[config.mk]
export PLATFORM = sky130hd
export DESIGN_NAME = bma_init
export DESIGN_NICKNAME = d
export VERILOG_FILES = /design/src/hdl/assert_macros.svh /design/src/hdl/bma_pkg.sv /design/src/hdl/bma_init.sv
export SDC_FILE = /design/constraint.sdc
export NUM_CORES = 1
export LEC_CHECK = 0
export BUFFER_PORTS_ARGS = -buffer_cell sky130_fd_sc_hd__buf_2
export CORE_AREA = 8 8 55 57
export DETAILED_ROUTE_END_ITERATION = 10
export DIE_AREA = 0 0 63 65
export PLACE_DENSITY = 0.69
export SLEW_MARGIN = 20
export SYNTH_ARGS = -nofsm -noshare
export SYNTH_HDL_FRONTEND = slang
export SYNTH_SLANG_ARGS = --single-unit
[constraint.sdc]
create_clock -name clk -period 1.53 [get_ports clk]
set_input_delay 0.2295 -clock clk [delete_from_list [all_inputs] [get_ports clk]]
set_output_delay 0.2295 -clock clk [all_outputs]
set_load 0.03 [all_outputs]
[src/hdl/assert_macros.svh]
// ----------------------------------------------------------------------------
// assert_macros.svh
// Shared assertion macros, clocked on clk and disabled during arst_n low.
// ----------------------------------------------------------------------------
`ifndef ASSERT_MACROS_SVH
`define ASSERT_MACROS_SVH

// expression holds at every edge
`define BMA_CHECK(lbl, expr, msg) \
	lbl: assert property (@(posedge clk) disable iff (!arst_n) (expr)) else $error(msg);

// consequent holds in the same cycle as the antecedent
`define BMA_IMPLY(lbl, ante, cons, msg) \
	lbl: assert property (@(posedge clk) disable iff (!arst_n) (ante) |-> (cons)) else $error(msg);

// consequent holds in the cycle after the antecedent
`define BMA_NEXT(lbl, ante, cons, msg) \
	lbl: assert property (@(posedge clk) disable iff (!arst_n) (ante) |=> (cons)) else $error(msg);

`endif

[src/hdl/bma_pkg.sv]
// ----------------------------------------------------------------------------
// bma_pkg
// Shared types and codes of the buddy allocator.
// ----------------------------------------------------------------------------
package bma_pkg;

	localparam int DEF_MAX_ORDER = 10;
	localparam int CFG_RESET_ORDER = 10;
	localparam int CFG_W = 4;
	// holds order+1 for orders up to 30
	localparam int AVAIL_W = 5;

	localparam logic OP_ALLOC = 1'b0;
	localparam logic OP_FREE = 1'b1;

	localparam logic [1:0] ST_OK = 2'd0;
	localparam logic [1:0] ST_NOSPACE = 2'd1;
	localparam logic [1:0] ST_BADFREE = 2'd2;

	typedef enum logic [1:0] {
		NODE_ABSENT = 2'd0,
		NODE_FREE = 2'd1,
		NODE_OCC = 2'd2,
		NODE_SPLIT = 2'd3
	} node_st_t;

	// avail: 1 + order of the largest free block in the subtree, 0 if none
	typedef struct packed {
		node_st_t st;
		logic [AVAIL_W-1:0] avail;
	} node_t;

	localparam int NODE_W = $bits(node_t);

endpackage

[src/hdl/bma_init.sv]
// ----------------------------------------------------------------------------
// bma_init
// Clearing pass over the node memory: every node absent, the root free.
// ----------------------------------------------------------------------------
module bma_init #(
	parameter int MAX_ORDER = bma_pkg::DEF_MAX_ORDER
) (
	input  logic                             clk,
	input  logic                             arst_n,
	input  logic                             restart,
	input  logic [$clog2(MAX_ORDER+1)-1:0]   pool_order,
	output logic                             active,
	output logic                             wr_en,
	output logic [MAX_ORDER:0]               wr_addr,
	output bma_pkg::node_t                   wr_data
);

	localparam int IW = MAX_ORDER + 1;

	logic [IW-1:0] cnt_q;
	logic          active_q;

	always_ff @(posedge clk or negedge arst_n) begin
		if (!arst_n) begin
			cnt_q <= '0;
			active_q <= 1'b1;
		end else if (restart) begin
			cnt_q <= '0;
			active_q <= 1'b1;
		end else if (active_q) begin
			cnt_q <= cnt_q + 1'b1;
			if (cnt_q == '1) begin
				active_q <= 1'b0;
			end
		end
	end

	always_comb begin
		wr_data = '0;
		if (cnt_q == IW'(1)) begin
			wr_data.st = bma_pkg::NODE_FREE;
			wr_data.avail = bma_pkg::AVAIL_W'(pool_order) + 1'b1;
		end
	end

	assign active = active_q;
	assign wr_en = active_q;
	assign wr_addr = cnt_q;

endmodule

==> results of run 1 <==
[stage by stage]
step           setup WS [ns]  area, µm²  std cells  power, mW  util, %
2_1_floorplan        -0.0583        798         79      0.442        -
3_3_place_gp         -0.0493       1020        140      0.496     47.4
3_5_place_dp          -0.111       1020        140      0.500     47.4
4_1_cts               -0.296       1110        145      0.739     51.7
5_1_grt               -0.389       1140        146      0.783     52.9
6_report              -0.275       1140        146      0.736     52.9
[synthesized netlist by cell type (all sizes together) (2+ instances only)]
| cell type | count | area, µm² |
|---|---|---|
| xnor2 | 2 | 17.5 |
| nand4 | 2 | 12.5 |
| ha | 3 | 37.5 |
| nor2 | 12 | 45.0 |
| or4 | 2 | 15.0 |
| dfrtp | 11 | 275 |
| xor2 | 4 | 35.0 |
| nand3 | 7 | 40.0 |
| nand2 | 5 | 18.8 |
| o21ai | 3 | 15.0 |
| o31ai | 2 | 15.0 |
| a21oi | 5 | 25.0 |
| inv | 3 | 11.3 |
| nor4 | 2 | 12.5 |
| or3 | 3 | 20.0 |
| buf | 3 | 20.0 |
[area by class of cell]
type,count,area (µm²)
clock buffer,4,26.3
fill,205,1010
inverter,3,11.3
multi-input combinational,60,483
sequential,12,307
tap,28,35.0
timing repair buffer,39,274
[power by group through the flow]
stage / registers, mW / clock network (mW) / logic [mW]
finish: 0.331 / 0.210 / 0.194
global route: 0.332 / 0.238 / 0.212
CTS: 0.331 / 0.221 / 0.187
detailed placement: 0.336 / 0 / 0.164
global placement: 0.335 / 0 / 0.161
floorplan: 0.355 / 0 / 0.0877
[logic make-up (layout without fill, tap and decap cells)]
| logic type | count (synthesis) | in the layout |
|---|---|---|
| compound gates | 13 | 13 |
| xor+xnor | 6 | 6 |
| fa+ha+maj | 3 | 3 |
| buf+inv | 7 | 46 |
| flops | 12 | 12 |
| mux | 1 | 1 |
| other cells | 1 | 1 |
| simple gates | 36 | 36 |
[routing by layer]
metal  track usage, %  share of wire [%]  wire [µm]  vias to the layer above
met1             11.2                 46        892                      339
met4             3.42                  0          0                        0
met3             3.26                5.6        109                        0
met2             17.2                 48        940                       22
met5                0                  0          0                        -
li1                 -                  -          -                      357
[final timing paths]
path / endpoint / slack (ns)
setup / recovery: wr_data[0] / -0.28
hold / removal: wr_addr[10]$_DFFE_PN0P_ / 0.36
setup reg to reg: wr_addr[6]$_DFFE_PN0P_ / -0.03
hold reg to reg: wr_addr[8]$_DFFE_PN0P_ / 0.63
max in group asynchronous: active$_DFF_PN1_ / 0.90
min in group clk: wr_addr[0]$_DFFE_PN0P_ / 0.36
[critical path, stage by stage, from the launching register on]
cell	delay (ns)
dfrtp_2	0.41
inv_2	0.06
ha_4	0.12
nor4b_4	0.23
nand3_4	0.21
nor2_4	0.15
buf_6	0.13
[repair_timing]
item                                    in CTS  in global routing
setup buffers                                0                  1
endpoints found under the setup margin       7                  9
hold buffers                                 1                  0
hold endpoints to repair                    11                  0
resized for setup                           16                  3
pin swaps                                    3                  3
[registers in the layout, summed over array words and instances, names as in the netlist]
signal and cells:
wr_addr 11, active 1
==> results.py, run 1 <==
metrics = {
    "timing": {
        "min_period_ns": 1.81,
        "hold_ws_ns": 0.355,
        "fmax_ghz": 0.554,
        "skew_ns": 0.00329,
        "rsz0062_at_grt": "yes",
        "setup_tns_ns": -1.58,
        "drv_slew": 0,
        "period_share_pct": 118,
        "hold_viol": 0,
        "setup_viol": 8,
        "fin_ws_ns": -0.275,
    },
    "floorplan": {
        "die-area_um2": 4100,
        "core_area_um2": 2150,
        "fp.dieH_um": 65,
        "start_util_pct": 33.2,
        "die_w_um": 63,
        "io_pins": 27,
        "rows": 17,
    },
    "global_route": {
        "grt-ovfl-total": 0,
        "grt_usage_pct": 9.91,
        "grt_max_degree": 14,
        "antenna_found_initial": 0,
        "grt_pass1_wl_mm": 3.38,
        "grt_pass1_vias": 747,
    },
    "routing": {
        "drcViolationCount": 0,
        "drtIter0Drc": 20,
        "dr.pass1.iters": 4,
        "antenna_left": 0,
        "routedWlPerCell_um": 13.3,
        "routed_wl_mm": 1.94,
        "vias": 718,
        "via_per_inst": 4.92,
    },
    "final_layout": {
        "mostFrequentLayoutCell": "buf_2",
        "diodes": 0,
        "mostFrequentLayoutCells": "buf_2, buf_4, nor2_1, buf_6, dfrtp_1",
        "syn_to_final_growth_pct": 59.3,
        "drive_above_1_share_pct": 54.2,
        "nNetsFinal": 129,
    },
    "critical_path": {
        "critPathCaptureType": "output port",
        "start_kind": "register",
        "required_ns": 1.30,
        "cp.arrival_ns": 1.58,
        "cp_max_fo": 6,
        "setup.worst_path.start": "wr_addr[1]$_DFFE_PN0P_",
        "reg2reg_from": "wr_addr[1]$_DFFE_PN0P_",
        "critPathKind": "reg -> out",
        "r2r_cells": 7,
    },
    "run_status": {
        "violations": "setup timing",
        "status": "finished, violations left",
    },
    "logic_synthesis": {
        "ys_warn_count": 0,
        "synth_adder_area_share_pct": 5.26,
        "synth-simple-area-share_pct": 26.0,
        "synthArstFlopShare_pct": 100,
        "synth.avg_cell_area_um2": 9.03,
        "synth-edff-count": 0,
        "synth_xor_xnor_area_share_pct": 7.37,
        "ys_seq_elements": 12,
        "yosysUniqueCellTypes": 29,
        "synth_compound_area_share_pct": 12.1,
        "synth_top_family_by_area": "simple AND/OR/NAND/NOR gates",
        "synth_nets": 89,
        "seq_area_frac_synth_pct": 42.3,
        "syn-instance-count": 79,
        "yosys_most_used_dff": "dfrtp_1",
        "synth_mux_area_share_pct": 1.58,
        "syn_area_um2": 713,
    },
    "placed_design": {
        "dp_hpwl_mm": 1.54,
        "finalWeightedCongestion": 0.736,
        "io_buffers": 25,
    },
    "power_and_ir_drop": {
        "pwr-share-clk_pct": 28.6,
        "power_switching_uw": 230,
        "vdd_drop_max_v": 0.000436,
        "combPwrFrac_pct": 26.4,
        "p_seq_share_pct": 45.0,
        "power.density_nw_per_um2": 647,
        "power.leakage_nw": 0.494,
        "p_int_uw": 506,
        "p_sw_share_pct": 31.2,
    },
    "clock_network": {
        "path_clk_slew_ns": 0.08,
        "cts_sinks": 12,
        "cts_made_buffers": 3,
        "clock_path_buffers": 2,
        "cts_htree_levels": 1,
        "worstSkewPairLatency_ns": 0.27,
        "root_buffer": "clkbuf_4",
        "cts_tree": "built",
    },
    "run": {
        "cap_violations": 0,
    },
    "min_path": {
        "holdCritPathClass": "in -> async",
    },
}
No activity file was read; power rests on OpenSTA's default activity.
==> inputs of run 2 (changes only) <==
Settings changed: GPL_TIMING_DRIVEN set to 0, SLEW_MARGIN 20 to 10.
==> run 2 against run 1 <==
Compared with the run above: the run still ends with setup timing left; sequential share of layout area fell by 1.5 points; utilization grew 3.7 points; sequential power up 2%; register-to-register slack got worse by 0.03 ns; clock power is 3% higher; non-clock buffer count unchanged; die area unchanged; maximum frequency shrank 2.4%.
==> results.py, run 2 (synthesized netlist as in run 1, its figures left out) <==
metrics = {
    "critical_path": {
        "path_buf_inv": 1,
        "critPathKind": "reg -> out",
        "slowest_stage": "dfrtp_2",
        "cpPeakStageDelay_ns": 0.50,
        "reg2reg_from": "active$_DFF_PN1_",
        "rrSetupSlack_ns": -0.06,
        "r2r_cells": 4,
        "r2r-end": "wr_addr[9]$_DFFE_PN0P_",
        "critPathCaptureType": "output port",
        "cp_max_fo": 7,
        "crit_family": "simple AND/OR/NAND/NOR gates",
        "cp.arrival_ns": 1.62,
        "start_kind": "register",
        "path_cells": "nor4b_4 -> nand3_4 -> nor2_4 -> buf_6",
        "required_ns": 1.30,
    },
    "timing": {
        "setup_tns_ns": -1.86,
        "hold_viol": 0,
        "fmax_ghz": 0.541,
        "hold_ws_ns": 0.236,
        "fin_ws_ns": -0.320,
        "period_share_pct": 121,
        "rsz0062_at_grt": "yes",
        "setup_viol": 8,
        "min_period_ns": 1.85,
        "worst_pin_slew_ns": 0.602,
        "max-slew-margin-rel_pct": 59.9,
        "drv_slew": 0,
        "skew_ns": 0.00465,
    },
    "final_layout": {
        "drive_above_1_share_pct": 64.4,
        "mostFrequentLayoutCell": "buf_2",
        "nNetsFinal": 129,
        "mostFrequentLayoutCells": "buf_2, buf_6, buf_4",
        "syn_to_final_growth_pct": 70.5,
        "largest_register_ff_count": 11,
        "n_fill_cell": 193,
        "diodes": 0,
    },
    "routing": {
        "antenna_left": 0,
        "drcViolationCount": 0,
        "via_per_inst": 5.17,
        "vias": 755,
        "routedWlPerCell_um": 15.1,
        "drtIter0Drc": 12,
        "routed_wl_mm": 2.20,
        "dr.pass1.iters": 4,
    },
    "power_and_ir_drop": {
        "vdd_drop_max_v": 0.000346,
        "power.density_nw_per_um2": 615,
        "finalPower_uw": 748,
        "power.leakage_nw": 0.510,
    },
    "floorplan": {
        "io_pins": 27,
        "die_w_um": 63,
        "start_util_pct": 33.2,
        "core_area_um2": 2150,
        "fp.dieH_um": 65,
        "rows": 17,
        "die-area_um2": 4100,
    },
    "min_path": {
        "holdPathEnd": "active$_DFF_PN1_",
        "hold_depth": 2,
        "hp-start": "restart",
        "holdCritPathClass": "in -> reg",
    },
    "run_status": {
        "status": "finished, violations left",
        "violations": "setup timing",
    },
    "clock_network": {
        "clock_path_buffers": 2,
        "cts_tree": "built",
        "cts_htree_levels": 1,
        "cts_made_buffers": 3,
        "cts_sinks": 12,
        "worstSkewPairLatency_ns": 0.28,
        "root_buffer": "clkbuf_4",
        "path_clk_slew_ns": 0.08,
    },
    "global_route": {
        "grt_usage_pct": 10.6,
        "grt_max_degree": 13,
        "grt_pass1_vias": 789,
        "grt-ovfl-total": 0,
        "grt_pass1_wl_mm": 3.59,
        "antenna_found_initial": 0,
    },
    "run": {
        "cap_violations": 0,
    },
    "placed_design": {
        "io_buffers": 25,
        "dp_hpwl_mm": 1.49,
        "finalWeightedCongestion": 0.705,
    },
}
## run 2: layout make-up
type	count	area (µm²)	share of cell area [%]
Buffer	4	30.0	2.47
Clock buffer	4	26.3	2.16
Inverter	3	11.3	0.926
Multi-Input combinational cell	60	552	45.4
Sequential cell	12	310	25.5
Tap cell	28	35.0	2.88
Timing Repair Buffer	35	251	20.7
## run 2: worst max path at each step
stage,from,to,slack (ns),depth (start not counted)
after floorplan,wr_addr[1]$_DFFE_PN0P_,wr_data[0],-0.06,5
after global placement,wr_addr[1]$_DFFE_PN0P_,wr_data[0],-0.13,6
after detailed placement,wr_addr[1]$_DFFE_PN0P_,wr_data[0],-0.14,6
after CTS,wr_addr[1]$_DFFE_PN0P_,wr_data[2],-0.31,6
after global routing,wr_addr[1]$_DFFE_PN0P_,wr_data[0],-0.40,6
final,wr_addr[2]$_DFFE_PN0P_,wr_data[1],-0.32,4
## run 2: through the flow
stage	utilization, %	setup slack, ns	area (µm²)	cells
finish	56.6	-0.320	1220	146
detailed placement	44.6	-0.143	958	132
CTS	52.0	-0.315	1120	141
global placement	44.6	-0.126	958	132
floorplan	-	-0.0583	798	79
global route	56.6	-0.397	1220	146
## run 2: metal layers
metal | GRT usage [%] | up-vias | routed length (µm)
met4 | 2.56 | 0 | 9
li1 | - | 356 | -
met1 | 11.3 | 371 | 941
met5 | 0 | - | 0
met2 | 19.2 | 26 | 1120
met3 | 4.12 | 2 | 131
## run 2: what timing repair did
item / CTS / global route
gates resized for setup: 22 / 16
setup endpoints to repair: 9 / 11
hold endpoints to repair: 11 / 0
buffers inserted: 4 / 5
pin swaps: 7 / 14
hold buffers: 1 / 0
## run 2: worst register-to-register path: stages (launching register included)
cell and delay [ns]:
dfstp_2 0.54, buf_6 0.12, o2111ai_4 0.15, or4_4 0.57, a21oi_2 0.13
## run 2: where the power goes
| group | internal, mW | total (mW) | switching (mW) | leakage (nW) |
|---|---|---|---|---|
| Combinational | 0.0781 | 0.195 | 0.117 | 0.345 |
| Clock | 0.101 | 0.217 | 0.116 | 0.0150 |
| Sequential | 0.325 | 0.336 | 0.0111 | 0.151 |
| Total | 0.504 | 0.748 | 0.244 | 0.510 |
