[src/hdl/assert_macros.svh]
// ----------------------------------------------------------------------------
// assert_macros.svh
// Shared assertion macros, clocked on clk and disabled during arst_n low.
// ----------------------------------------------------------------------------
`ifndef ASSERT_MACROS_SVH
`define ASSERT_MACROS_SVH

// expression holds at every edge
`define BMA_CHECK(lbl, expr, msg) \
	lbl: assert property (@(posedge clk) disable iff (!arst_n) (expr)) else $error(msg);

// consequent holds in the same cycle as the antecedent
`define BMA_IMPLY(lbl, ante, cons, msg) \
	lbl: assert property (@(posedge clk) disable iff (!arst_n) (ante) |-> (cons)) else $error(msg);

// consequent holds in the cycle after the antecedent
`define BMA_NEXT(lbl, ante, cons, msg) \
	lbl: assert property (@(posedge clk) disable iff (!arst_n) (ante) |=> (cons)) else $error(msg);

`endif

[src/hdl/bma_ram.sv]
// ----------------------------------------------------------------------------
// bma_ram
// Simple dual-port RAM, one write port and one registered read port.
// ----------------------------------------------------------------------------
module bma_ram #(
	parameter int WIDTH = 8,
	parameter int DEPTH = 16
) (
	input  logic                     clk,
	input  logic                     we,
	input  logic [$clog2(DEPTH)-1:0] waddr,
	input  logic [WIDTH-1:0]         wdata,
	input  logic                     re,
	input  logic [$clog2(DEPTH)-1:0] raddr,
	output logic [WIDTH-1:0]         rdata
);

	logic [WIDTH-1:0] mem [DEPTH];

	always_ff @(posedge clk) begin
		if (we) begin
			mem[waddr] <= wdata;
		end
		if (re) begin
			rdata <= mem[raddr];
		end
	end

endmodule

[config.mk]
export PLATFORM = sky130hd
export DESIGN_NAME = bma_ram
export DESIGN_NICKNAME = d
export VERILOG_FILES = /design/src/hdl/assert_macros.svh /design/src/hdl/bma_ram.sv
export SDC_FILE = /design/constraint.sdc
export NUM_CORES = 1
export LEC_CHECK = 0
export BUFFER_PORTS_ARGS = -buffer_cell sky130_fd_sc_hd__buf_2
export CELL_PAD_IN_SITES_DETAIL_PLACEMENT = 0
export CELL_PAD_IN_SITES_GLOBAL_PLACEMENT = 1
export CORE_UTILIZATION = 40
export DETAILED_ROUTE_END_ITERATION = 6
export PLACE_DENSITY = 0.73
export REMOVE_ABC_BUFFERS = 1
export SLEW_MARGIN = 20
export SYNTH_ARGS = -nofsm -noshare
export SYNTH_HDL_FRONTEND = slang
export SYNTH_SLANG_ARGS = --single-unit
[constraint.sdc]
create_clock -name clk -period 4.1 [get_ports clk]
set_clock_uncertainty 0.15 [all_clocks]
set_input_delay 0.615 -clock clk [delete_from_list [all_inputs] [get_ports clk]]
set_output_delay 0.615 -clock clk [all_outputs]
set_load 0.05 [all_outputs]
==> results.cfg, run 1 <==
[worst_setup_path]
worstSetupPathType = input port to register
ff2ff_path_depth = 3
reg2reg_to = rdata[0]$_DFFE_PP_
cp.arrival_ns = 2.21
r2r_setup_slack_ns = 2.45
cp-end-kind = register
setup.worst_path.start = raddr[0]
endpoint = rdata[0]$_DFFE_PP_
r2r-start = mem[5][0]$_DFFE_PP_
critPathMaxFanout = 32
required_ns = 4.10
start_kind = input port

[clock_network]
cts-htree-levels = 4
numClockSinks = 136
postCtsSetupBuffers = 0
clock_tree.root_cell = clkbuf_16
clk_pin_slew_ns = 0.06
cts.hold.buffers_added = 0
clk-insertion-delay-late_ns = 0.41
cts_tree = yes
cts.repair.resized = 0
cts_inserted_buffers = 17
clockBufferDepth = 2

[finish]
nFillCells = 1030
fin_nets = 286
diodes = 0
multi_input_area_um2 = 1070
drive_gt1_share_pct = 28.3
regArea_um2 = 4080
final_area_um2 = 6150
final_util_pct = 48.6
layout.cells.non_filler = 451
area_growth_pct = 17.7

[placement]
dp.cells = 420
io_buffers = 26
hpwl_mm = 6.04
place_area_um2 = 5520
routabilityCongestion = 0.700

[detailed_routing]
wl_met1_mm = 4.30
top_layer = met4
antenna_left = 0
num_vias = 2461
drt_first_iter_violations = 203
wl_per_cell_um = 21.6
dr_wl_met3_um = 598
via_per_inst = 5.46
wl_met2_mm = 4.70
wl_mm = 9.73
drc = 0
firstDrtPassIters = 4

[sta]
finalHoldViolations = 0
timing.slew.headroom_pct = 31.4
setup_tns_ns = 0
fmax_mhz = 454
min_period_ns = 2.20
tightestPinTransition_ns = 1.03
setup_viol = 0
slew_violations = 0
min_period_over_period_pct = 53.7
rsz0062_at_grt = no

[hold_path]
hp-class = input port to register
worstHoldStart = re

[synthesis]
syn_area_per_cell_um2 = 22.8
syn_area_um2 = 5230
synth_top_flop_cell = edfxtp_1
ys_types = 18
ys.warnings.count = 0
ys_ff_latch = 136
async_flop_share_pct = 0
synth-edff-count = 136
syn_inst = 229
yosysSeqAreaShare_pct = 78.1

[global_routing]
grt_max_degree = 33
first_global_vias = 2486
grt_antenna_before_repair = 0
grtUsageTotal_pct = 15.8
grt_pass1_wl_mm = 14.6
grt-ovfl-total = 0

[status]
status = completed

[die]
rows = 41
die_area_um2 = 13500
die_h_um = 116
io_pins = 27
floorplan.initialDensity_pct = 41.3
die_w_um = 116
core_area_um2 = 12700

[power_and_ir_drop]
leakage_uw = 0.00203
p_total_uw = 3350
ir_worst_vdd_mv = 0.264
powerDensity_nw_per_um2 = 545

[run]
drv_cap = 0
sequential cells by signal (all words and copies together), names as in the netlist:
signal,flops
mem,128
rdata,8
how the worst min path moves through the flow:
stage                         endpoint  slack [ns]  cells after the start
floorplan           rdata[0]$_DFFE_PP_        0.55                      3
global placement    rdata[0]$_DFFE_PP_        0.57                      3
detailed placement  rdata[3]$_DFFE_PP_        0.59                      3
CTS                 rdata[3]$_DFFE_PP_        0.41                      1
global route        rdata[3]$_DFFE_PP_        0.42                      1
finish              rdata[0]$_DFFE_PP_        0.42                      1
kinds of logic (layout without fill, tap and decap cells):
group | Yosys count | count (layout) | share of synthesized area [%]
compound gates | 16 | 16 | 2.30
buf+inv | 10 | 60 | 1.65
flops | 136 | 136 | 78.1
mux | 32 | 32 | 14.8
simple gates | 35 | 35 | 3.14
synth_stat cells, types with 2 or more instances:
cell type / count / area, µm²
buf_2: 3 / 15.0
nand2_1: 9 / 33.8
buf_6: 3 / 33.8
clkdlybuf4s25_2: 3 / 30.0
edfxtp_1: 136 / 4080
a22oi_1: 16 / 120
mux4_2: 18 / 405
nand2b_1: 2 / 12.5
nor3_1: 4 / 20.0
nor2_1: 13 / 48.8
mux4_1: 14 / 368
nand3b_1: 2 / 15.0
routing by layer:
metal / global-route usage (%) / vias up
met3: 4.05 / 12
met1: 21.8 / 1294
met5: 0 / -
met2: 24.6 / 98
li1: - / 1057
met4: 5.56 / 0
final cells by class:
| type | count | area share (%) |
|---|---|---|
| sequential | 136 | 66.4 |
| clock inverter | 13 | 3.32 |
| timing repair buffer | 29 | 2.48 |
| clock buffer | 18 | 6.98 |
| multi-input combinational | 83 | 17.3 |
| tap | 172 | 3.50 |
worst max-delay path: stages:
cell and delay (ns):
buf_2 0.08, buf_4 0.48, mux4_1 0.66, a22oi_1 0.28, nand2_1 0.08
metrics by stage:
| step | hold WS, ns | worst slack [ns] |
|---|---|---|
| 6_report | 0.424 | 1.90 |
| 5_1_grt | 0.421 | 1.79 |
| 4_1_cts | 0.415 | 1.87 |
| 3_5_place_dp | 0.585 | 1.44 |
| 3_3_place_gp | 0.570 | 1.43 |
| 2_1_floorplan | 0.555 | 1.84 |
cell usage in the layout (no fill, tap or decap), drive strengths merged:
| master | synthesis | final |
|---|---|---|
| clkinv | 0 | 5 |
| mux4 | 32 | 32 |
| or3b | 1 | 1 |
| nand3b | 2 | 2 |
| and2 | 1 | 1 |
| and2b | 1 | 1 |
| nor2b | 1 | 1 |
| bufinv | 0 | 5 |
| buf | 7 | 29 |
| nor2 | 13 | 13 |
| nor3 | 4 | 4 |
| nand3 | 1 | 1 |
| nand2 | 9 | 9 |
| clkbuf | 0 | 18 |
| edfxtp | 136 | 136 |
| nand2b | 2 | 2 |
| a22oi | 16 | 16 |
| clkinvlp | 0 | 3 |
report_power, final:
part | leakage (µW) | internal [µW] | switching (µW)
logic | 0.000491 | 55.0 | 103
clock network | 0.000299 | 1070 | 546
registers | 0.00124 | 1570 | 7.56
total | 0.00203 | 2690 | 657
No activity file was read; power rests on OpenSTA's default activity.
==> run 2, diff against run 1 <==
--- a/config.mk
+++ b/config.mk
@@ -10,7 +10,7 @@
 export CELL_PAD_IN_SITES_GLOBAL_PLACEMENT = 1
 export CORE_UTILIZATION = 40
 export DETAILED_ROUTE_END_ITERATION = 6
-export PLACE_DENSITY = 0.73
+export PLACE_DENSITY = 0.75
 export REMOVE_ABC_BUFFERS = 1
 export SLEW_MARGIN = 20
 export SYNTH_ARGS = -nofsm -noshare
==> constraint.sdc (replaced) <==
create_clock -name clk -period 1.9 [get_ports clk]
set_clock_uncertainty 0.15 [all_clocks]
set_input_delay 0.285 -clock clk [delete_from_list [all_inputs] [get_ports clk]]
set_output_delay 0.285 -clock clk [all_outputs]
set_load 0.05 [all_outputs]
==> run 2 against run 1 <==
Compared with the run above: cell count rose by 5.1%; hold slack worse by 0.33 ns; critical path type is now register to register; sequential power rose by 120%; routed wire length shrank 3.7%; final area grew 2.8%; first-iteration DRC count is 1.5% higher; critical endpoint unchanged; largest power group is now registers; sequential share of layout area shrank 1.8 points; flip-flop and latch count stayed put.
==> results.cfg, run 2 (synthesis gave the netlist of run 1 again) <==
[clock_network]
cts_inserted_buffers = 17
cts.repair.resized = 0
cts.hold.buffers_added = 0
clock_tree.root_cell = clkbuf_16
cts-htree-levels = 4
clk-insertion-delay-late_ns = 0.41
cts_tree = yes
numClockSinks = 136
postCtsSetupBuffers = 0
clockBufferDepth = 2
clk_pin_slew_ns = 0.06

[global_routing]
grt_max_degree = 23
grt_antenna_before_repair = 0
grt-ovfl-total = 0
grtUsageTotal_pct = 15.9
grt_pass1_wl_mm = 14.6
first_global_vias = 2614

[detailed_routing]
firstDrtPassIters = 4
wl_per_cell_um = 19.8
num_vias = 2420
via_per_inst = 5.11
antenna_left = 0
drt_first_iter_violations = 206
wl_mm = 9.37
drc = 0

[die]
die_h_um = 116
io_pins = 27
core_area_um2 = 12700
floorplan.initialDensity_pct = 41.3
rows = 41
die_w_um = 116
die_area_um2 = 13500

[placement]
hpwl_mm = 6.12
dp.cells = 442
io_buffers = 26
routabilityCongestion = 0.712
place_area_um2 = 5710

[hold_path]
hp-class = input port to register

[sta]
rsz0062_at_grt = no
min_period_over_period_pct = 85.1
fmax_mhz = 618
setup_tns_ns = 0
slew_violations = 0
min_period_ns = 1.62
tightestPinTransition_ns = 0.412
finalHoldViolations = 0
timing.slew.headroom_pct = 72.5
setup_viol = 0

[finish]
nFillCells = 1015
multi_input_area_um2 = 1060
drive_gt1_share_pct = 33.1
final_area_um2 = 6320
final_common_cell = edfxtp_1
regArea_um2 = 4080
layout.cells.non_filler = 474
largest_register_ffs = 128
layout_common_cells = 136 x edfxtp_1, 26 x buf_2, 22 x buf_4, 18 x mux4_2, 17 x clkbuf_16
fin_nets = 308
diodes = 0
reg_top3 = mem: 128 flops, rdata: 8 flops
top_register = mem
area_growth_pct = 20.9

[power_and_ir_drop]
powerDensity_nw_per_um2 = 1120
leakage_uw = 0.00215
ir_worst_vdd_mv = 0.753

[worst_setup_path]
start_kind = register
worstSetupPathType = register to register
cp.arrival_ns = 1.61
required_ns = 1.90
cp-end-kind = register
critPathMaxFanout = 1

[status]
status = completed

[run]
drv_cap = 0
[run 2: area by class of cell]
class	instances	share of cell area [%]
Tap cell	172	3.40
Sequential cell	136	64.6
Multi-Input combinational cell	83	16.7
Clock buffer	18	6.79
Clock inverter	14	2.87
Timing Repair Buffer	51	5.62
[run 2: metal layers]
metal	wire length [µm]	GRT usage (%)	share of wire [%]	up-vias
li1	-	-	-	1102
met1	3960	19.6	42	1244
met2	4870	25.8	52	68
met3	462	4.67	4.9	6
met4	77	7.52	0.82	0
met5	0	0	0	-
[run 2: per-stage QoR]
stage,hold WS (ns),util [%],worst slack [ns],power (µW)
after floorplan,0.234,-,-0.0279,3640
after global placement,0.515,45.1,-0.0957,3820
after detailed placement,0.512,45.1,-0.0927,3830
after CTS,0.0814,49.9,0.276,7160
after global routing,0.0887,49.9,0.207,7310
final,0.0959,49.9,0.282,7080
[run 2: path summary, 6_finish.rpt]
check	to	startpoint	depth (start not counted)	slack [ns]
max reg2reg	rdata[0]$_DFFE_PP_	mem[1][0]$_DFFE_PP_	3	0.28
max	rdata[0]$_DFFE_PP_	mem[1][0]$_DFFE_PP_	3	0.28
min	rdata[4]$_DFFE_PP_	re	1	0.1
min reg2reg	rdata[1]$_DFFE_PP_	mem[14][1]$_DFFE_PP_	3	0.61
[run 2: worst max-delay path: stages, from the launching register on]
cell and delay (ns):
edfxtp_1 0.35, mux4_1 0.50, a22oi_1 0.28, nand2_1 0.08
[run 2: where the power goes]
part           total, µW  switching [µW]  internal [µW]
clock network       3320            1140           2180
logic                362             219            143
registers           3400            17.5           3380
total               7080            1380           5700
==> run 3, diff against run 2 <==
--- a/config.mk
+++ b/config.mk
@@ -10,6 +10,7 @@
 export CELL_PAD_IN_SITES_GLOBAL_PLACEMENT = 1
 export CORE_UTILIZATION = 40
 export DETAILED_ROUTE_END_ITERATION = 6
+export GPL_TIMING_DRIVEN = 0
 export PLACE_DENSITY = 0.75
 export REMOVE_ABC_BUFFERS = 1
 export SLEW_MARGIN = 20
==> run 3 against run 2 <==
Compared with the run above: sequential share of layout area increased by 2.3 points; final area decreased by 3.4%; cell count decreased by 5.1%; flip-flop and latch count unchanged; routed wire length increased by 0.26%; count of clock-buffer cells in the layout decreased by 1; highest routed layer unchanged.
==> results.cfg, run 3 (synthesis gave the netlist of run 1 again) <==
[power_and_ir_drop]
pwr-share-clk_pct = 46.3
leakage_uw = 0.00201
ir_worst_vdd_mv = 0.586
seqPwrFrac_pct = 48.8
swShare_pct = 21.5
powerDensity_nw_per_um2 = 1140
p_int_uw = 5460
combPwrFrac_pct = 4.9
switching_power_uw = 1500

[sta]
setup_viol = 0
finalHoldViolations = 0
slew_violations = 0
min_period_ns = 1.80
tightestPinTransition_ns = 0.922
worst_slack_ns = 0.101
whs_ns = 0.0550
setup_tns_ns = 0
timing.slew.headroom_pct = 38.3
fmax_mhz = 556
min_period_over_period_pct = 94.7
rsz0062_at_grt = no

[die]
die_w_um = 116
rows = 41
core_area_um2 = 12700
floorplan.initialDensity_pct = 41.3
die_area_um2 = 13500
io_pins = 27
die_h_um = 116

[worst_setup_path]
cp-end-kind = register
cp.arrival_ns = 1.78
worstSetupPathType = input port to register
r2r-start = mem[1][2]$_DFFE_PP_
ff2ff_path_depth = 3
start_kind = input port
endpoint = rdata[2]$_DFFE_PP_
required_ns = 1.88
critPathMaxFanout = 32
setup.worst_path.start = raddr[1]
reg2reg_to = rdata[2]$_DFFE_PP_
r2r_setup_slack_ns = 0.15

[placement]
hpwl_mm = 5.64
dpl_worst_slack_ns = -0.798
io_buffers = 26
dp.cells = 418
routabilityCongestion = 0.696

[detailed_routing]
via_per_inst = 5.26
antenna_left = 0
wl_met2_mm = 4.75
wl_mm = 9.39
wl_met1_mm = 3.79
drc = 0
wl_per_cell_um = 20.9
dr_wl_met3_um = 724
drt_first_iter_violations = 292
num_vias = 2365
firstDrtPassIters = 4
top_layer = met4

[finish]
largest_register_ffs = 128
diodes = 0
drive_gt1_share_pct = 29.1
final_common_cell = edfxtp_1
area_growth_pct = 16.9
fin_nets = 284
layout_common_cells = 136 x edfxtp_1, 25 x buf_2, 18 x mux4_2, 17 x clkbuf_16, 16 x a22oi_1
layout.cells.non_filler = 450
final_util_pct = 48.2
reg_top3 = mem: 128 flops, rdata: 8 flops
top_register = mem

[hold_path]
holdPathStages = 1
hp-class = input port to register

[clock_network]
cts-htree-levels = 4
cts_inserted_buffers = 17
clock_tree.root_cell = clkbuf_16
cts.hold.buffers_added = 0
clk-insertion-delay-late_ns = 0.41
numClockSinks = 136
clockBufferDepth = 2
clk_pin_slew_ns = 0.06
cts_tree = yes

[global_routing]
grt-ovfl-total = 0
first_global_vias = 2507
grtUsageTotal_pct = 15.4
grt_max_degree = 33
grt_antenna_before_repair = 0
grt_pass1_wl_mm = 14.2

[run]
drv_cap = 0

[status]
status = completed
run 3: cell types whose count changed in the layout (fill, tap and decap cells not counted), moves of 2 or more:
cell	change
buf_12	-3
buf_4	-21
bufinv_16	-2
clkinv_2	-4
inv_6	+8
nor3_1	-4
nor3_2	+4
run 3: final cells by class:
| type | instances | area (µm²) |
|---|---|---|
| fill | 1049 | 6560 |
| sequential | 136 | 4080 |
| multi-input combinational | 83 | 1080 |
| clock buffer | 17 | 425 |
| tap | 172 | 215 |
| clock inverter | 15 | 163 |
| timing repair buffer | 27 | 144 |
run 3: power by group through the flow:
stage | combinational (µW) | clock (µW) | sequential (µW)
after floorplan | 135 | 0 | 3510
after global placement | 336 | 0 | 3450
after detailed placement | 346 | 0 | 3460
after CTS | 348 | 3240 | 3400
after global routing | 367 | 3360 | 3400
final | 342 | 3220 | 3390
run 3: worst min-delay path by stage:
stage,from,endpoint,slack [ns]
CTS,re,rdata[2]$_DFFE_PP_,0.05
global placement,re,rdata[0]$_DFFE_PP_,0.47
detailed placement,re,rdata[5]$_DFFE_PP_,0.47
floorplan,wdata[0],mem[0][0]$_DFFE_PP_,0.23
global route,re,rdata[2]$_DFFE_PP_,0.05
finish,re,rdata[2]$_DFFE_PP_,0.05
run 3: worst max-delay path, cell delays in order:
cell and delay, ns:
buf_2 0.61, mux4_1 0.45, a22oi_1 0.26, nand2_1 0.15
run 3: through the flow:
step / cell area [µm²] / total power (µW)
after CTS: 6110 / 6980
final: 6110 / 6960
after floorplan: 5140 / 3640
after detailed placement: 5510 / 3800
after global placement: 5490 / 3790
after global routing: 6110 / 7130
run 3: routing by layer:
metal  up-vias  global-route usage [%]
li1       1054                       -
met1      1205                    20.0
met2        98                    25.2
met3         8                    3.94
met4         0                    5.90
met5         -                       0
run 3: timing repair:
item	4_1_cts	5_1_grt
setup endpoints to repair	8	0
buffers inserted	0	0
resized for setup	2	0
