**src/hdl/assert_macros.svh**
```systemverilog
// ----------------------------------------------------------------------------
// assert_macros.svh
// Shared assertion macros, clocked on clk and disabled during arst_n low.
// ----------------------------------------------------------------------------
`ifndef ASSERT_MACROS_SVH
`define ASSERT_MACROS_SVH

// expression holds at every edge
`define BMA_CHECK(lbl, expr, msg) \
	lbl: assert property (@(posedge clk) disable iff (!arst_n) (expr)) else $error(msg);

// consequent holds in the same cycle as the antecedent
`define BMA_IMPLY(lbl, ante, cons, msg) \
	lbl: assert property (@(posedge clk) disable iff (!arst_n) (ante) |-> (cons)) else $error(msg);

// consequent holds in the cycle after the antecedent
`define BMA_NEXT(lbl, ante, cons, msg) \
	lbl: assert property (@(posedge clk) disable iff (!arst_n) (ante) |=> (cons)) else $error(msg);

`endif

```
**src/hdl/bma_pkg.sv**
```systemverilog
// ----------------------------------------------------------------------------
// bma_pkg
// Shared types and codes of the buddy allocator.
// ----------------------------------------------------------------------------
package bma_pkg;

	localparam int DEF_MAX_ORDER = 10;
	localparam int CFG_RESET_ORDER = 10;
	localparam int CFG_W = 4;
	// holds order+1 for orders up to 30
	localparam int AVAIL_W = 5;

	localparam logic OP_ALLOC = 1'b0;
	localparam logic OP_FREE = 1'b1;

	localparam logic [1:0] ST_OK = 2'd0;
	localparam logic [1:0] ST_NOSPACE = 2'd1;
	localparam logic [1:0] ST_BADFREE = 2'd2;

	typedef enum logic [1:0] {
		NODE_ABSENT = 2'd0,
		NODE_FREE = 2'd1,
		NODE_OCC = 2'd2,
		NODE_SPLIT = 2'd3
	} node_st_t;

	// avail: 1 + order of the largest free block in the subtree, 0 if none
	typedef struct packed {
		node_st_t st;
		logic [AVAIL_W-1:0] avail;
	} node_t;

	localparam int NODE_W = $bits(node_t);

endpackage

```
**src/hdl/bma_walk.sv**
```systemverilog
// ----------------------------------------------------------------------------
// bma_walk
// Tree walker: descends for allocate or free, then climbs back to the root
// fixing the subtree summaries and merging free buddies.
// ----------------------------------------------------------------------------
`include "assert_macros.svh"

module bma_walk #(
	parameter int MAX_ORDER = bma_pkg::DEF_MAX_ORDER
) (
	input  logic                           clk,
	input  logic                           arst_n,
	input  logic                           go,
	input  logic                           op,
	input  logic [MAX_ORDER:0]             request_size,
	input  logic [MAX_ORDER-1:0]           block_offset,
	input  logic [$clog2(MAX_ORDER+1)-1:0] pool_order,
	input  logic                           init_active,
	output logic                           busy,
	output logic                           rd_en,
	output logic [MAX_ORDER:0]             rd_addr,
	input  bma_pkg::node_t                 rd_data,
	output logic                           wr_en,
	output logic [MAX_ORDER:0]             wr_addr,
	output bma_pkg::node_t                 wr_data,
	output logic                           done,
	output logic [1:0]                     status,
	output logic [MAX_ORDER-1:0]           granted_offset,
	output logic [MAX_ORDER:0]             granted_size,
	output logic [MAX_ORDER:0]             free_units
);

	localparam int IW = MAX_ORDER + 1;
	localparam int OFW = MAX_ORDER;
	localparam int SZW = MAX_ORDER + 1;
	localparam int OW = $clog2(MAX_ORDER + 1);
	localparam int AW = bma_pkg::AVAIL_W;

	typedef enum logic [3:0] {
		S_IDLE, S_LOAD, S_A_DN, S_A_L, S_A_R, S_F_DN, S_F_W, S_U_RD, S_U_CMP, S_U_CLR
	} state_t;

	state_t          state_q;
	logic [IW-1:0]   idx_q;
	logic [OW-1:0]   ord_q;
	logic [OW-1:0]   want_q;
	logic            op_q;
	logic            bad_q;
	logic [OFW-1:0]  off_q;
	logic [OFW-1:0]  base_q;
	bma_pkg::node_t  e_q;
	bma_pkg::node_t  cur_q;
	logic            done_q;
	logic [1:0]      status_q;
	logic [OFW-1:0]  goff_q;
	logic [SZW-1:0]  gsize_q;
	logic [SZW-1:0]  free_cnt_q;

	logic [SZW-1:0]  pool;
	logic [AW-1:0]   want_code;
	logic [OFW-1:0]  off_sh;
	logic [OFW-1:0]  low_mask;
	logic            merge;
	logic            left_fits;
	bma_pkg::node_t  up_node;

	function automatic logic [OW-1:0] ceil_log2(input logic [SZW-1:0] k);
		logic [SZW-1:0] km1;
		logic [OW-1:0]  w;
		km1 = k - 1'b1;
		w = '0;
		for (int i = 0; i < SZW; i++) begin
			if (km1[i]) begin
				w = OW'(i + 1);
			end
		end
		return w;
	endfunction

	assign pool = SZW'(1) << pool_order;
	assign want_code = AW'(want_q) + 1'b1;
	assign off_sh = off_q >> (ord_q - 1'b1);
	assign low_mask = (OFW'(1) << ord_q) - 1'b1;
	assign merge = (cur_q.st == bma_pkg::NODE_FREE) && (rd_data.st == bma_pkg::NODE_FREE);
	assign left_fits = rd_data.avail >= want_code;

	always_comb begin
		up_node.st = bma_pkg::NODE_SPLIT;
		up_node.avail = (cur_q.avail > rd_data.avail) ? cur_q.avail : rd_data.avail;
	end

	// memory port requests
	always_comb begin
		rd_en = 1'b0;
		rd_addr = idx_q;
		wr_en = 1'b0;
		wr_addr = idx_q;
		wr_data = '0;
		case (state_q)
			S_IDLE: begin
				rd_en = go;
				rd_addr = IW'(1);
			end
			S_A_DN: begin
				if (e_q.st == bma_pkg::NODE_FREE && ord_q != want_q) begin
					wr_en = 1'b1;
					wr_addr = {idx_q[IW-2:0], 1'b1};
					wr_data.st = bma_pkg::NODE_FREE;
					wr_data.avail = AW'(ord_q);
				end else if (e_q.st == bma_pkg::NODE_SPLIT) begin
					rd_en = 1'b1;
					rd_addr = {idx_q[IW-2:0], 1'b0};
				end
			end
			S_A_L: begin
				if (!left_fits) begin
					rd_en = 1'b1;
					rd_addr = {idx_q[IW-2:0], 1'b1};
				end
			end
			S_F_DN: begin
				if (e_q.st == bma_pkg::NODE_SPLIT && ord_q != '0) begin
					rd_en = 1'b1;
					rd_addr = {idx_q[IW-2:0], off_sh[0]};
				end
			end
			S_U_RD: begin
				if (idx_q == IW'(1)) begin
					wr_en = 1'b1;
					wr_data = cur_q;
				end else begin
					rd_en = 1'b1;
					rd_addr = {idx_q[IW-1:1], ~idx_q[0]};
				end
			end
			S_U_CMP: begin
				wr_en = 1'b1;
				wr_data = merge ? '0 : cur_q;
			end
			S_U_CLR: begin
				wr_en = 1'b1;
				wr_addr = {idx_q[IW-1:1], ~idx_q[0]};
			end
			default: begin
			end
		endcase
	end

	always_ff @(posedge clk or negedge arst_n) begin
		if (!arst_n) begin
			state_q <= S_IDLE;
			idx_q <= '0;
			ord_q <= '0;
			want_q <= '0;
			op_q <= bma_pkg::OP_ALLOC;
			bad_q <= 1'b0;
			off_q <= '0;
			base_q <= '0;
			e_q <= '0;
			cur_q <= '0;
			done_q <= 1'b0;
			status_q <= bma_pkg::ST_OK;
			goff_q <= '0;
			gsize_q <= '0;
			free_cnt_q <= '0;
		end else begin
			done_q <= 1'b0;
			if (init_active) begin
				free_cnt_q <= pool;
			end
			case (state_q)
				S_IDLE: begin
					if (go) begin
						op_q <= op;
						off_q <= block_offset;
						want_q <= ceil_log2(request_size);
						bad_q <= (request_size == '0) || (request_size > pool);
						idx_q <= IW'(1);
						ord_q <= pool_order;
						base_q <= '0;
						status_q <= bma_pkg::ST_OK;
						goff_q <= '0;
						gsize_q <= '0;
						state_q <= S_LOAD;
					end
				end
				S_LOAD: begin
					e_q <= rd_data;
					if (op_q == bma_pkg::OP_ALLOC) begin
						if (bad_q || rd_data.avail < want_code) begin
							status_q <= bma_pkg::ST_NOSPACE;
							done_q <= 1'b1;
							state_q <= S_IDLE;
						end else begin
							state_q <= S_A_DN;
						end
					end else if ({1'b0, off_q} >= pool) begin
						status_q <= bma_pkg::ST_BADFREE;
						done_q <= 1'b1;
						state_q <= S_IDLE;
					end else begin
						state_q <= S_F_DN;
					end
				end
				S_A_DN: begin
					if (e_q.st == bma_pkg::NODE_FREE) begin
						if (ord_q == want_q) begin
							cur_q.st <= bma_pkg::NODE_OCC;
							cur_q.avail <= '0;
							goff_q <= base_q;
							gsize_q <= SZW'(1) << ord_q;
							free_cnt_q <= free_cnt_q - (SZW'(1) << ord_q);
							state_q <= S_U_RD;
						end else begin
							// split: right half written free, keep walking the left half
							idx_q <= {idx_q[IW-2:0], 1'b0};
							ord_q <= ord_q - 1'b1;
							e_q.avail <= AW'(ord_q);
						end
					end else if (e_q.st == bma_pkg::NODE_SPLIT) begin
						state_q <= S_A_L;
					end else begin
						status_q <= bma_pkg::ST_NOSPACE;
						done_q <= 1'b1;
						state_q <= S_IDLE;
					end
				end
				S_A_L: begin
					if (left_fits) begin
						e_q <= rd_data;
						idx_q <= {idx_q[IW-2:0], 1'b0};
						ord_q <= ord_q - 1'b1;
						state_q <= S_A_DN;
					end else begin
						state_q <= S_A_R;
					end
				end
				S_A_R: begin
					e_q <= rd_data;
					idx_q <= {idx_q[IW-2:0], 1'b1};
					base_q <= base_q + (OFW'(1) << (ord_q - 1'b1));
					ord_q <= ord_q - 1'b1;
					state_q <= S_A_DN;
				end
				S_F_DN: begin
					if (e_q.st == bma_pkg::NODE_SPLIT && ord_q != '0) begin
						idx_q <= {idx_q[IW-2:0], off_sh[0]};
						ord_q <= ord_q - 1'b1;
						state_q <= S_F_W;
					end else if (e_q.st == bma_pkg::NODE_OCC && (off_q & low_mask) == '0) begin
						cur_q.st <= bma_pkg::NODE_FREE;
						cur_q.avail <= AW'(ord_q) + 1'b1;
						free_cnt_q <= free_cnt_q + (SZW'(1) << ord_q);
						state_q <= S_U_RD;
					end else begin
						status_q <= bma_pkg::ST_BADFREE;
						done_q <= 1'b1;
						state_q <= S_IDLE;
					end
				end
				S_F_W: begin
					e_q <= rd_data;
					state_q <= S_F_DN;
				end
				S_U_RD: begin
					if (idx_q == IW'(1)) begin
						done_q <= 1'b1;
						state_q <= S_IDLE;
					end else begin
						state_q <= S_U_CMP;
					end
				end
				S_U_CMP: begin
					if (merge) begin
						state_q <= S_U_CLR;
					end else begin
						cur_q <= up_node;
						idx_q <= idx_q >> 1;
						state_q <= S_U_RD;
					end
				end
				S_U_CLR: begin
					cur_q.avail <= cur_q.avail + 1'b1;
					idx_q <= idx_q >> 1;
					state_q <= S_U_RD;
				end
				default: begin
					state_q <= S_IDLE;
				end
			endcase
		end
	end

	assign busy = (state_q != S_IDLE);
	assign done = done_q;
	assign status = status_q;
	assign granted_offset = goff_q;
	assign granted_size = gsize_q;
	assign free_units = free_cnt_q;

	`BMA_NEXT(a_done_single, done_q, !done_q, "result strobe held longer than one cycle")
	`BMA_CHECK(a_port_excl, !(rd_en && wr_en), "walker reads and writes in one cycle")
	`BMA_IMPLY(a_no_node0, wr_en, wr_addr != '0, "write to unused node zero")
	`BMA_IMPLY(a_free_bound, !init_active, free_cnt_q <= pool, "free count above pool size")
	`BMA_IMPLY(a_grant_pow2, done_q && status_q == bma_pkg::ST_OK && op_q == bma_pkg::OP_ALLOC,
		$onehot(gsize_q), "granted size not a power of two")

endmodule

```
**config.mk**
```make
export PLATFORM = sky130hd
export DESIGN_NAME = bma_walk
export DESIGN_NICKNAME = d
export VERILOG_FILES = /design/src/hdl/bma_pkg.sv /design/src/hdl/bma_walk.sv
export VERILOG_INCLUDE_DIRS = /design/src /design/src/hdl
export SDC_FILE = /design/constraint.sdc
export NUM_CORES = 1
export LEC_CHECK = 0
export BUFFER_PORTS_ARGS = -buffer_cell sky130_fd_sc_hd__buf_2
export CORE_MARGIN = 1
export CORE_UTILIZATION = 65
export CTS_BUF_LIST = sky130_fd_sc_hd__clkbuf_8
export CTS_CLUSTER_SIZE = 20
export DETAILED_ROUTE_END_ITERATION = 8
export GPL_TIMING_DRIVEN = 1
export PLACE_DENSITY = 0.89
export SLEW_MARGIN = 20
export SYNTH_ARGS = -nofsm -noshare
export SYNTH_HDL_FRONTEND = slang
export SYNTH_SLANG_ARGS = --single-unit
```
**constraint.sdc**
```tcl
create_clock -name clk -period 9.3 [get_ports clk]
set_clock_uncertainty 0.1 [all_clocks]
set_input_delay 1.86 -clock clk [delete_from_list [all_inputs] [get_ports clk]]
set_output_delay 1.86 -clock clk [all_outputs]
set_load 0.05 [all_outputs]
```
==> metrics.md <==
| Metric | Value |
|---|---|
| Routability cong. | 0.999 |
| Combinational group share of total power | 62.6% |
| Setup crit end kind | output port |
| Gate Count Post-Synth | 965 |
| Largest net degree at the start of global routing | 49 |
| DIE AREA | 12700 um2 |
| Via-to-Cell Ratio | 6.77 |
| CTS Buffer Depth | 2 |
| Clock share of power | 10.8% |
| Most used DFF post-synth | dfrtp_1 |
| Post-route setup TNS | 0 ps |
| Sequential area share after synthesis | 27.9% |
| F_max | 156 MHz |
| Final hold violation count | 0 |
| Synth Area in Simple Gates | 21.3% |
| Antenna violations before repair | 0 |
| Cts repair resizes | 0 |
| DRC Markers | 0 |
| CP max FO | 11 |
| Syn Nets | 1077 |
| EDFF count, synth | 0 |
| Row cnt | 40 |
| R2r setup slk | 4800 ps |
| Overflow after GRT | 0 |
| Post-synthesis cell type count | 77 |
| Cell taking the most area after synthesis | dfrtp_1 |
| H-tree Lvls | 3 |
| # hold bufs at CTS | 0 |
| Synth Area in XOR/XNOR | 3.18% |
| Adder-cell share of the synthesized area | 12.0% |
| Compound-cell area share of the yosys netlist | 24.7% |
| I/O Pins | 104 |
| Area grow syn2layout | 8.65% |
| MaxCap Viol Count | 0 |
| Final min period | 6390 ps |
| Setup crit start | rd_data[4] |
| Via count | 7999 |
| Cell family with most CP delay | simple AND/OR/NAND/NOR gates |
| Yosys Warn Count | 0 |
| Core ar. | 12000 um2 |
| Crit-path slowest cell | o21ai_1 |
| Worst R2R Start | ord_q[0]$_DFFE_PN0P_ |
| Critical path arrival | 4430 ps |
| Reg clk slew, reported paths | 90 ps |
| Lkg Pwr | 4.16 nW |
| CTS root buf | clkbuf_8 |
| Crit path launch type | input port |
| Status | finished clean |
| Critical Path Stages | 10 |
| Worst-Margin Slew | 1060 ps |
| Fraction of layout cells with a size suffix above 1 | 15.9% |
| Multiplexer share of the synthesized area | 5.29% |
| Synth top area share | 27.9% |
| Clock sink count | 89 |
| Vias in the first global route | 7402 |
| Initial core utilization | 66.6% |
| ANT nets after route | 0 |
| Yosys reg bits | 89 |
| Setup crit end | rd_addr[9] |
| Postcts setup bufs | 0 |
| Largest stage delay, worst path | 490 ps |
| Synth Area per Inst | 8.29 um2 |
| Detailed placement HPWL | 16700 um |
| Crit path buffers/inverters | 2 |
| Overall Global Routing Usage | 36.0% |
| Cts bufs inserted | 9 |
| P_int | 1.16 mW |
| Clock latency on the worst-skew pair | 380 ps |
| Count of final max-slew check failures | 0 |
| Final #Nets | 1142 |
| Critical Path RT | 7340 ps |
| Global-route wire length before repair | 36400 um |
| Sw Share | 52.7% |
| Final setup viols | 0 |
| Worst vdd ir | 0.146 mV |
| Pre-Repair DR Iteration Count | 7 |
| Cells on worst reg2reg path | 12 |
| Top post-synthesis cells by area | dfrtp_1, ha_1, nand2_1 |
| Chip Width | 113 um |
| Final Cycle Share | 68.7% |
| Unrepaired setup endpoints after global routing | no |
| Routed WL | 22500 um |
| Initial DRC Count | 1024 |
| Synthesized cell area | 8000 um2 |
| Quantity of I/O buffers inserted on ports | 103 |
| Worst min path class | reg2reg |
| Largest family of logic cells by synthesized area | compound AO/OA/AOI/OAI gates |
| CTS tree | yes |
| Ys async rst share | 100% |
| N_diodes | 0 |
| Critical R2R Capture | free_units[10]$_DFF_PN0_ |
| Power density cells | 283 nW/um2 |
| Sequential Power Share | 26.6% |
| Relative slew slack | 29.0% |
| Sw Pwr | 1.30 mW |
| Routed len/inst | 19.0 um |
| Total power | 2.46 mW |
| Fill count | 992 |
| Kind of critical path | in2out |
| Critical path cell sequence | buf_2 > ha_1 > and3_1 > nand3_1 > or3b_2 > nor2_1 > nor2_1 > o21ai_1 > a22o_1 > buf_2 |
| Die height | 113 um |
routing by layer:
metal / wire, um / vias up / track usage, %
li1: - / 3663 / -
met1: 9200 / 3760 / 48.5
met2: 10200 / 482 / 56.2
met3: 2130 / 94 / 5.89
met4: 981 / 0 / 18.8
met5: 0 / - / 0
tightest hold or removal path, cell delays in order (launching register included):
cell,delay (ps)
dfrtp_1,350
nand2_1,40
o21ai_0,50
worst min-delay path by stage:
stage / end / startpoint / slack, ps / depth (start not counted)
floorplan: cur_q[6]$_DFFE_PN0P_ / cur_q[6]$_DFFE_PN0P_ / 360 / 2
global placement: granted_size[6]$_DFFE_PN0P_ / granted_size[6]$_DFFE_PN0P_ / 360 / 2
detailed placement: granted_size[8]$_DFFE_PN0P_ / granted_size[8]$_DFFE_PN0P_ / 370 / 2
CTS: granted_size[8]$_DFFE_PN0P_ / granted_size[8]$_DFFE_PN0P_ / 390 / 2
global route: granted_offset[2]$_DFFE_PN0P_ / granted_offset[2]$_DFFE_PN0P_ / 420 / 1
finish: granted_size[5]$_DFFE_PN0P_ / granted_size[5]$_DFFE_PN0P_ / 380 / 2
area by class of cell:
cell class	count	area [um2]	share of cell area, %
Multi-Input combinational cell	768	5320	61.2
Inverter	52	195	2.25
Tap cell	147	184	2.12
Sequential cell	89	2230	25.6
Clock buffer	12	165	1.90
Clock inverter	4	27.5	0.317
Timing Repair Buffer	110	571	6.57
cells in the mapped netlist (6+ instances only):
master and instances:
and3_1 10, o21bai_1 9, a21oi_1 32, or3_1 8, xnor2_1 18, nor2b_1 27
and2_1 11, nand2b_1 10, nand4_1 6, nor4_1 9, nand3_1 37, a222oi_1 9
o21a_1 11, mux2i_1 13, o211ai_1 12, nor3_1 20, a31oi_1 18, a21o_1 12
mux2_2 22, buf_2 10, inv_1 51, a22o_1 25, dfrtp_1 89, nor2_1 60
ha_1 72, clkbuf_1 36, o21ai_0 80, nand2_1 123, nor3b_1 7, xor2_1 11
power by group through the flow:
stage                     Clock, mW  Combinational, mW  Sequential [mW]
after global placement            0               1.44            0.648
after CTS                     0.267               1.51            0.644
after detailed placement          0               1.50            0.652
after global routing          0.283               1.68            0.665
after floorplan                   0               1.16            0.637
final                         0.266               1.54            0.654
cells by family after synthesis:
logic type / after synthesis
and+or+nand+nor: 346
AOI/OAI and AO/OA: 281
muxes: 37
adders and majority gates: 75
DFF: 89
buffers and inverters: 108
xor gates and xnor gates: 29
cells in the final DEF (no fill, tap or decap), types with 12 or more instances in the layout:
| master | instances |
|---|---|
| nor3_1 | 19 |
| inv_1 | 52 |
| a21o_1 | 12 |
| clkbuf_8 | 12 |
| nand3_1 | 37 |
| a22o_1 | 25 |
| a21oi_1 | 32 |
| a31oi_1 | 18 |
| xnor2_1 | 18 |
| o211ai_1 | 12 |
| dfrtp_1 | 89 |
| mux2_2 | 22 |
| o21ai_0 | 78 |
| buf_2 | 102 |
| mux2i_1 | 13 |
| nor2b_1 | 27 |
| ha_1 | 72 |
| nand2_1 | 123 |
| nor2_1 | 60 |
per-stage QoR:
stage / hold WS [ps] / utilization, % / setup slack (ps) / cells / cell area, um2
6_report: 380 / 72.3 / 2910 / 1182 / 8690
5_1_grt: 423 / 72.3 / 2850 / 1182 / 8690
4_1_cts: 389 / 72.3 / 2970 / 1182 / 8690
3_5_place_dp: 368 / 70.7 / 2970 / 1166 / 8490
3_3_place_gp: 356 / 70.7 / 3140 / 1166 / 8490
2_1_floorplan: 356 / - / 3550 / 965 / 8000
flip-flops by register name, indices dropped and copies added (netlist names), 4 cells and up:
| signal | flops |
|---|---|
| cur_q | 7 |
| state_q | 4 |
| free_units | 11 |
| base_q | 10 |
| want_q | 4 |
| granted_offset | 10 |
| off_q | 10 |
| idx_q | 11 |
| ord_q | 4 |
| granted_size | 11 |
Power figures use the tool's default switching activity.
